`config.mk`:
```
export PLATFORM = sky130hd
export DESIGN_NAME = sorted_calibration_lookup
export DESIGN_NICKNAME = d
export VERILOG_FILES = /design/src/hw/rtl/sclu_pkg.sv /design/src/hw/rtl/sclu_regs.sv /design/src/hw/rtl/sclu_cell.sv /design/src/hw/rtl/sorted_calibration_lookup.sv
export SDC_FILE = /design/constraint.sdc
export NUM_CORES = 2
export LEC_CHECK = 0
export BUFFER_PORTS_ARGS = -buffer_cell sky130_fd_sc_hd__buf_2
export CORE_ASPECT_RATIO = 0.8
export CORE_MARGIN = 2
export CORE_UTILIZATION = 30
export DETAILED_ROUTE_END_ITERATION = 10
export SLEW_MARGIN = 30
export SYNTH_ARGS = -nofsm -noshare
export SYNTH_HDL_FRONTEND = slang
export SYNTH_SLANG_ARGS = --single-unit
```
`constraint.sdc`:
```
create_clock -name i_clk -period 6 [get_ports i_clk]
set_clock_uncertainty 0.15 [all_clocks]
set_input_delay 1.2 -clock i_clk [delete_from_list [all_inputs] [get_ports i_clk]]
set_output_delay 1.2 -clock i_clk [all_outputs]
set_load 0.02 [all_outputs]
```
`src/hw/rtl/sclu_pkg.sv`:
```
`timescale 1ns / 1ps
// ----------------------------------------------------------------------------
// sclu_pkg - shared types and constants for the sorted calibration lookup
// Table size, function codes, register map and the structs passed between
// the register file, the table cells and the top level.
// ----------------------------------------------------------------------------
package sclu_pkg;

    // Table geometry
    localparam int TABLE_DEPTH = 16;
    localparam int CNT_W       = $clog2(TABLE_DEPTH + 1);

    // Field widths
    localparam int DIST_W = 16;
    localparam int LVL_W  = 16;
    localparam int POS_W  = 16;
    localparam int HDG_W  = 9;

    // Config port geometry
    localparam int ADDR_W = 4;
    localparam int DATA_W = 32;

    // Heading values that flip the sign of the x offset
    localparam logic signed [HDG_W-1:0] HEADING_POS = 9'sd180;
    localparam logic signed [HDG_W-1:0] HEADING_NEG = -9'sd180;

    // Request function codes
    typedef enum logic [1:0] {
        FUNC_CLEAR = 2'd0,
        FUNC_ADD   = 2'd1,
        FUNC_QUERY = 2'd2,
        FUNC_NOP   = 2'd3
    } t_func;

    // Register indexes (word address paddr[3:2])
    typedef enum logic [1:0] {
        REG_ORIGIN_X = 2'd0,
        REG_ORIGIN_Y = 2'd1,
        REG_HEADING  = 2'd2,
        REG_VTL      = 2'd3
    } t_reg_idx;

    // Configuration register contents
    typedef struct packed {
        logic signed [POS_W-1:0] origin_x;
        logic signed [POS_W-1:0] origin_y;
        logic signed [HDG_W-1:0] heading;
        logic        [LVL_W-1:0] volt_to_level;
    } t_cfg;

    // Command broadcast to every cell
    typedef struct packed {
        logic              add_we;   // insert a point this cycle
        logic [LVL_W-1:0]  level;    // level of the point to insert
        logic [DIST_W-1:0] distance; // distance of the point to insert
        logic [LVL_W-1:0]  sample;   // sample for the first-match search
    } t_cell_cmd;

    // One table entry
    typedef struct packed {
        logic [DIST_W-1:0] distance;
        logic [LVL_W-1:0]  level;
    } t_entry;

    // First-match search link between neighbor cells
    typedef struct packed {
        logic              found;
        logic [DIST_W-1:0] distance;
    } t_link;

endpackage

```
`src/hw/rtl/sclu_regs.sv`:
```
`timescale 1ns / 1ps
// ----------------------------------------------------------------------------
// sclu_regs - configuration register file
// APB-style slave holding sensor origin, heading and voltage scale.
// Zero wait states; reads return the register bits, sign-extended for the signed fields.
// ----------------------------------------------------------------------------
module sclu_regs
    import sclu_pkg::*;
(
    input  logic              i_clk,
    input  logic              i_rst_n,
    input  logic              psel,
    input  logic              penable,
    input  logic              pwrite,
    input  logic [ADDR_W-1:0] paddr,
    input  logic [DATA_W-1:0] pwdata,
    output logic [DATA_W-1:0] prdata,
    output logic              pready,
    output t_cfg              o_cfg
);

    t_cfg     r_cfg;
    t_cfg     n_cfg;
    logic     w_wr;
    t_reg_idx w_idx;

    assign pready = 1'b1;
    assign w_wr   = psel && penable && pwrite && pready;
    assign w_idx  = t_reg_idx'(paddr[3:2]);

    // Register write decode
    always_comb begin
        n_cfg = r_cfg;
        if (w_wr) begin
            unique case (w_idx)
                REG_ORIGIN_X: n_cfg.origin_x      = pwdata[POS_W-1:0];
                REG_ORIGIN_Y: n_cfg.origin_y      = pwdata[POS_W-1:0];
                REG_HEADING:  n_cfg.heading       = pwdata[HDG_W-1:0];
                REG_VTL:      n_cfg.volt_to_level = pwdata[LVL_W-1:0];
                default:      n_cfg = r_cfg;
            endcase
        end
    end

    always_ff @(posedge i_clk) begin
        if (!i_rst_n) begin
            r_cfg.origin_x      <= '0;
            r_cfg.origin_y      <= '0;
            r_cfg.heading       <= '0;
            r_cfg.volt_to_level <= LVL_W'(1);
        end else begin
            r_cfg <= n_cfg;
        end
    end

    // Read mux
    always_comb begin
        unique case (w_idx)
            REG_ORIGIN_X: prdata = DATA_W'(r_cfg.origin_x);
            REG_ORIGIN_Y: prdata = DATA_W'(r_cfg.origin_y);
            REG_HEADING:  prdata = DATA_W'(r_cfg.heading);
            REG_VTL:      prdata = DATA_W'(r_cfg.volt_to_level);
            default:      prdata = '0;
        endcase
    end

    assign o_cfg = r_cfg;

endmodule

```
`src/hw/rtl/sclu_cell.sv`:
```
`timescale 1ns / 1ps
// ----------------------------------------------------------------------------
// sclu_cell - one slot of the sorted calibration table
// Holds one (distance, level) entry. On insert it either keeps its entry,
// takes its left neighbor's entry (shift up) or takes the new point. On query
// it passes the first-match result on to its right neighbor.
// ----------------------------------------------------------------------------
module sclu_cell
    import sclu_pkg::*;
(
    input  logic      i_clk,
    input  t_cell_cmd i_cmd,
    input  logic      i_occupied,    // slot index below entry count
    input  logic      i_tail,        // slot index equals entry count
    input  logic      i_left_take,   // left neighbor is at or above new level
    input  t_entry    i_left_entry,
    input  t_link     i_link,
    output logic      o_take,
    output t_entry    o_entry,
    output t_link     o_link
);

    t_entry r_entry;
    t_entry n_entry;
    logic   w_hit;

    // Insert point: first slot at or above the new level, or the tail
    assign o_take = i_occupied && (r_entry.level >= i_cmd.level);

    always_comb begin
        n_entry = r_entry;
        if (i_cmd.add_we) begin
            if (i_left_take) begin
                n_entry = i_left_entry;
            end else if (o_take || i_tail) begin
                n_entry.distance = i_cmd.distance;
                n_entry.level    = i_cmd.level;
            end
        end
    end

    always_ff @(posedge i_clk) begin
        r_entry <= n_entry;
    end

    assign o_entry = r_entry;

    // First-match chain
    assign w_hit = i_occupied && (r_entry.level >= i_cmd.sample);

    always_comb begin
        o_link.found = i_link.found || w_hit;
        if (i_link.found) begin
            o_link.distance = i_link.distance;
        end else if (w_hit) begin
            o_link.distance = r_entry.distance;
        end else begin
            o_link.distance = '0;
        end
    end

endmodule

```
`src/hw/rtl/sorted_calibration_lookup.sv`:
```
`timescale 1ns / 1ps
// ----------------------------------------------------------------------------
// sorted_calibration_lookup - sorted distance calibration table with lookup
// Keeps (distance, level) points in ascending level order and translates a
// converter sample to a distance and an obstacle position.
//
// Request channel (i_valid / o_stall): i_func selects clear, add point,
// query or no operation. Result channel (o_valid / i_stall): exactly one
// result per request, in order. Config goes through the APB-style port; the
// user must write it only while the block is idle, which the block does
// not enforce. The level multiply happens on the way into the request
// register; from there all table cells compare in parallel, shift or
// insert, and the first-match chain feeds the result register.
// Throughput: one request per cycle while the receiver does not stall.
// When the receiver stalls, the held result stays put and one more request
// is taken into the request register; after that o_stall rises.
// Reset empties the table (entry count zero) and loads the register reset
// values; entry contents are not cleared.
// ----------------------------------------------------------------------------
module sorted_calibration_lookup
    import sclu_pkg::*;
(
    input  logic                     i_clk,
    input  logic                     i_rst_n,
    // request channel
    input  logic                     i_valid,
    output logic                     o_stall,
    input  logic [1:0]               i_func,
    input  logic [DIST_W-1:0]        i_point_distance,
    input  logic [LVL_W-1:0]         i_point_voltage,
    input  logic [LVL_W-1:0]         i_sample_level,
    // result channel
    output logic                     o_valid,
    input  logic                     i_stall,
    output logic                     o_status,
    output logic [DIST_W-1:0]        o_distance,
    output logic signed [POS_W-1:0]  o_obstacle_x,
    output logic signed [POS_W-1:0]  o_obstacle_y,
    output logic signed [HDG_W-1:0]  o_obstacle_heading,
    // config port
    input  logic                     psel,
    input  logic                     penable,
    input  logic                     pwrite,
    input  logic [ADDR_W-1:0]        paddr,
    input  logic [DATA_W-1:0]        pwdata,
    output logic [DATA_W-1:0]        prdata,
    output logic                     pready
);

    t_cfg w_cfg;

    sclu_regs u_regs (
        .i_clk   (i_clk),
        .i_rst_n (i_rst_n),
        .psel    (psel),
        .penable (penable),
        .pwrite  (pwrite),
        .paddr   (paddr),
        .pwdata  (pwdata),
        .prdata  (prdata),
        .pready  (pready),
        .o_cfg   (w_cfg)
    );

    // ------------------------------------------------------------------
    // Request register (level scaled on entry)
    // ------------------------------------------------------------------
    logic              r_req_valid;
    t_func             r_req_func;
    logic [LVL_W-1:0]  r_req_level;
    logic [DIST_W-1:0] r_req_dist;
    logic [LVL_W-1:0]  r_req_sample;
    logic [2*LVL_W-1:0] w_prod;
    logic              w_in_acc;
    logic              w_out_load;

    assign w_prod     = i_point_voltage * w_cfg.volt_to_level;
    assign w_out_load = r_req_valid && (!o_valid || !i_stall);
    assign o_stall    = r_req_valid && o_valid && i_stall;
    assign w_in_acc   = i_valid && !o_stall;

    always_ff @(posedge i_clk) begin
        if (!i_rst_n) begin
            r_req_valid <= 1'b0;
        end else if (w_in_acc) begin
            r_req_valid <= 1'b1;
        end else if (w_out_load) begin
            r_req_valid <= 1'b0;
        end
    end

    always_ff @(posedge i_clk) begin
        if (w_in_acc) begin
            r_req_func   <= t_func'(i_func);
            r_req_level  <= w_prod[LVL_W-1:0];
            r_req_dist   <= i_point_distance;
            r_req_sample <= i_sample_level;
        end
    end

    // ------------------------------------------------------------------
    // Entry count
    // ------------------------------------------------------------------
    logic [CNT_W-1:0] r_count;
    logic             w_full;
    logic             w_is_add;
    logic             w_is_query;
    logic             w_is_clear;

    assign w_full     = (r_count == CNT_W'(TABLE_DEPTH));
    assign w_is_add   = w_out_load && (r_req_func == FUNC_ADD);
    assign w_is_query = w_out_load && (r_req_func == FUNC_QUERY);
    assign w_is_clear = w_out_load && (r_req_func == FUNC_CLEAR);

    always_ff @(posedge i_clk) begin
        if (!i_rst_n) begin
            r_count <= '0;
        end else if (w_is_clear) begin
            r_count <= '0;
        end else if (w_is_add && !w_full) begin
            r_count <= r_count + CNT_W'(1);
        end
    end

    // ------------------------------------------------------------------
    // Cell chain
    // ------------------------------------------------------------------
    t_cell_cmd w_cmd;
    logic      w_take  [TABLE_DEPTH];
    t_entry    w_entry [TABLE_DEPTH];
    t_link     w_link  [TABLE_DEPTH+1];

    assign w_cmd.add_we   = w_is_add && !w_full;
    assign w_cmd.level    = r_req_level;
    assign w_cmd.distance = r_req_dist;
    assign w_cmd.sample   = r_req_sample;
    assign w_link[0]      = '0;

    for (genvar gi = 0; gi < TABLE_DEPTH; gi++) begin : g_cell
        logic   w_left_take;
        t_entry w_left_entry;

        if (gi == 0) begin : g_head
            assign w_left_take  = 1'b0;
            assign w_left_entry = '0;
        end else begin : g_body
            assign w_left_take  = w_take[gi-1];
            assign w_left_entry = w_entry[gi-1];
        end

        sclu_cell u_cell (
            .i_clk        (i_clk),
            .i_cmd        (w_cmd),
            .i_occupied   (CNT_W'(gi) < r_count),
            .i_tail       (CNT_W'(gi) == r_count),
            .i_left_take  (w_left_take),
            .i_left_entry (w_left_entry),
            .i_link       (w_link[gi]),
            .o_take       (w_take[gi]),
            .o_entry      (w_entry[gi]),
            .o_link       (w_link[gi+1])
        );
    end

    // ------------------------------------------------------------------
    // Result register
    // ------------------------------------------------------------------
    logic                    r_out_valid;
    logic                    r_status;
    logic [DIST_W-1:0]       r_distance;
    logic signed [POS_W-1:0] r_obs_x;
    logic signed [POS_W-1:0] r_obs_y;
    logic signed [HDG_W-1:0] r_obs_hdg;
    logic                    w_flip;
    logic [POS_W-1:0]        w_x;

    assign w_flip = (w_cfg.heading == HEADING_POS) || (w_cfg.heading == HEADING_NEG);
    assign w_x    = w_flip ? (w_cfg.origin_x - w_link[TABLE_DEPTH].distance)
                           : (w_cfg.origin_x + w_link[TABLE_DEPTH].distance);

    always_ff @(posedge i_clk) begin
        if (!i_rst_n) begin
            r_out_valid <= 1'b0;
        end else if (w_out_load) begin
            r_out_valid <= 1'b1;
        end else if (!i_stall) begin
            r_out_valid <= 1'b0;
        end
    end

    always_ff @(posedge i_clk) begin
        if (w_out_load) begin
            r_status <= w_is_add && w_full;
            if (w_is_query) begin
                r_distance <= w_link[TABLE_DEPTH].distance;
                r_obs_x    <= w_x;
                r_obs_y    <= w_cfg.origin_y;
                r_obs_hdg  <= w_cfg.heading;
            end else begin
                r_distance <= '0;
                r_obs_x    <= '0;
                r_obs_y    <= '0;
                r_obs_hdg  <= '0;
            end
        end
    end

    assign o_valid            = r_out_valid;
    assign o_status           = r_status;
    assign o_distance         = r_distance;
    assign o_obstacle_x       = r_obs_x;
    assign o_obstacle_y       = r_obs_y;
    assign o_obstacle_heading = r_obs_hdg;

    // ------------------------------------------------------------------
    // Assertions
    // ------------------------------------------------------------------
    a_count_bound: assert property (@(posedge i_clk) disable iff (!i_rst_n)
        r_count <= CNT_W'(TABLE_DEPTH))
        else $error("entry count above table depth");

    a_count_grow: assert property (@(posedge i_clk) disable iff (!i_rst_n)
        (w_is_add && !w_full) |=> (r_count == $past(r_count) + CNT_W'(1)))
        else $error("accepted add did not grow the table");

    a_full_status: assert property (@(posedge i_clk) disable iff (!i_rst_n)
        (w_is_add && w_full) |=> (o_status && r_count == $past(r_count)))
        else $error("add into a full table not reported or not dropped");

    a_stall_cause: assert property (@(posedge i_clk) disable iff (!i_rst_n)
        o_stall |-> (r_req_valid && o_valid))
        else $error("request side stalled with a free pipeline");

endmodule
```
==> out/results.ini <==
[outcome]
outcome=complete, but fails checks
violations=setup timing

[synthesis]
yosysSeqAreaShare=0.431
yosysTopAreaCellShare=0.403
avgSynthCellArea_um2=11.6
synth_area_leaders=edfxtp_1 40%, ha_1 16%, mux2_2 11%
synth.net_count=4744
synth_cell_types=91
synthAdderAreaFrac=0.192
synth_compound_area_frac=0.123
synth_edf_count=620
ys_warn_count=0
synthCells=3990
ys.flop_type=edfxtp_1
synth_seq_cells=684
ys_async_sr_fraction=0
synth_simple_gate_area_frac=0.0902
yosys.area_share.xor_xnor=0.0130
syn_area_um2=46200
synthMuxAreaShare=0.118
yosysTopAreaCell=edfxtp_1
synth_top_family_by_area=adder cells

[setup_path]
worst-setup-path-type=register to register
cp_max_fo=9
worst-path-stages=29
r2r-start=r_req_sample[4]
reg2reg_depth=29
cp_data_arrival_time_ns=7.03
critPathLaunchType=register
worstPathBufferInverterCount=4
crit_family=simple AND/OR/NAND/NOR gates
reg2reg_slack_ns=-0.70
critical_path.endpoint_type=register
cp_slowest_stage_delay_ns=0.55
critPathRequiredTime_ns=6.33
timing.rr.end=o_obstacle_x[15]
cp_slowest_cell=or4_4

[power]
p_leak_nw=24.1
power_density_nw_per_um2=210
peakVddDrop_mv=0.221

[min_path]
whs_path_depth=2
min_from=u_regs.o_cfg[39]
holdPathEnd=u_regs.o_cfg[39]
hold_path.class=register to register

[sta]
drv_slew=0
min_period_ns=6.70
layout_setup_ws_ns=-0.703
max_freq_mhz=149
report.final.hold_viol_count=0
rsz0062_at_grt=true
hold-worst-slack_ns=0.333
finalSetupViolations=6
period_share=1.12
slew_headroom=0.325
finalSetupTns_ns=-2.23
worst_pin_slew_ns=1.01

[die]
die_w_um=443
die_area_um2=157000
io_pins=186
rows=128
die_h_um=355
core_um2=153000
start_util=0.303

[clock_network]
clock_latency_ns=0.67
root_buffer=clkbuf_16
htree_num_levels=3
cts_hold_buf=0
cts_sinks=684
path_clk_slew_ns=0.06
clock_path_buffers=3
cts_tree=done
numCtsBuffers=81

[placed_design]
dp_hpwl_um=106000
gp_congestion=0.908
place_area_um2=54700
io_buffers=166

[grt]
grt_pass1_vias=35100
grt_use_total=0.167
grt_max_degree=61
grt_pass1_wl_um=205000
grt_antenna_before_repair=5
grt_overflow=0

[final_layout]
area_growth_pct=25.9
drive_gt1_frac=0.335
nNetsFinal=5540
final_cell_area_um2=58200

[route]
wl_per_cell_um=19.5
drt-total-wl_um=134000
first_pass_iters=5
ant_nets=0
vias=34800
viasPerCell=5.06
drtIter0Drc=2759
drc=0

[job]
maxCapViolCount=0

routing by layer:
metal,routed length [um],global-route usage
met5,0,0
met4,3870,0.0527
met3,8710,0.0294
met2,58300,0.255
met1,62900,0.239
layout by cell type, fill, tap and decap left out, types with 51 or more instances in the layout:
cell / synthesis / routed
dfxtp_1: 64 / 59
o21ai_0: 135 / 125
a21boi_0: 56 / 53
nand2_1: 348 / 345
nand2b_1: 53 / 51
edfxtp_1: 620 / 620
fa_1: 81 / 77
a21oi_1: 182 / 170
buf_4: 19 / 703
nor2_1: 157 / 153
ha_1: 580 / 570
a21o_1: 119 / 119
mux2_2: 440 / 440
and2_1: 74 / 73
clkbuf_16: 0 / 81
buf_2: 5 / 160
inv_1: 198 / 188
stage by stage:
step	setup WS (ns)	utilization	power, W	instances
2_1_floorplan	-0.419	-	0.00649	3990
3_3_place_gp	-0.855	0.358	0.00716	6665
3_5_place_dp	-0.947	0.358	0.00722	6670
4_1_cts	-0.671	0.379	0.0122	6857
5_1_grt	-0.962	0.381	0.0127	6872
6_report	-0.703	0.381	0.0122	6873
sequential cells by signal (all words and copies together) (netlist names), 16 cells and up:
register               flops
g_cell.u_cell.o_entry    512
o_distance                16
o_obstacle_x              16
o_obstacle_y              16
r_req_dist                16
r_req_level               16
r_req_sample              16
u_regs.o_cfg              57
final cells by class:
type,instances,area (um2)
diodes,5,12.5
clock buffers,107,2190
clock inverters,43,413
fillers,14700,94400
inverters,199,761
multi-input cells,2915,25600
flip-flops and latches,684,19900
well taps,2015,2520
repair buffers,905,6790
how the worst max path moves through the flow:
stage / start / endpoint
after floorplan: r_req_sample[2] / o_obstacle_x[15]
after global placement: r_req_sample[0] / o_obstacle_x[15]
after detailed placement: r_req_sample[0] / o_obstacle_x[15]
after CTS: r_req_sample[2] / o_obstacle_x[15]
after global routing: r_req_sample[4] / o_obstacle_x[15]
final: r_req_sample[4] / o_obstacle_x[15]
cells by family (layout without fill, tap and decap cells):
kind of cell,Yosys count,count (layout)
fa+ha+maj,661,661
compound gates,843,843
mux,469,469
buf+inv,391,1254
other cells,1,6
xor+xnor,67,67
flops,684,684
simple gates,874,874
tightest hold or removal path, cell delays in order, from the launching register on:
cell and delay [ns]:
dfxtp_1 0.31, nand2_1 0.06, a21boi_0 0.07
synth_stat cells, types with 10 or more instances:
cell type and instances:
a2111oi_0 16, nand3_1 49, ha_1 580, o211ai_1 33, a21o_1 119, o22ai_1 36
clkbuf_1 136, buf_1 31, o2111ai_1 10, edfxtp_1 620, or2_2 10, and2_1 74
o21ai_0 135, a21oi_1 182, a22oi_1 15, or3_1 12, nor2_1 157, fa_1 81
a221oi_1 17, xor2_1 18, xnor2_1 48, mux2i_1 14, nand2_1 348, o21a_1 29
a21boi_0 56, a211oi_1 44, nand2b_1 53, buf_4 19, nand4_1 27, dfxtp_1 64
a31oi_1 33, inv_1 198, nor3_1 43, and3_1 31, nor2b_1 35, mux2_2 440
mux4_2 15, o31a_1 10
timing repair:
action / 4_1_cts / 5_1_grt
resized for setup: 49 / 80
pin swaps: 35 / 50
buffers inserted: 37 / 13
setup endpoints to repair: 10 / 13
where the power goes:
part	total [W]	switching [W]	leakage [nW]	internal, W
Clock	0.00493	0.00212	1.28	0.00281
Combinational	0.00188	0.000974	16.6	0.000907
Sequential	0.00539	0.000101	6.16	0.00529
No activity file was read; power rests on OpenSTA's default activity.
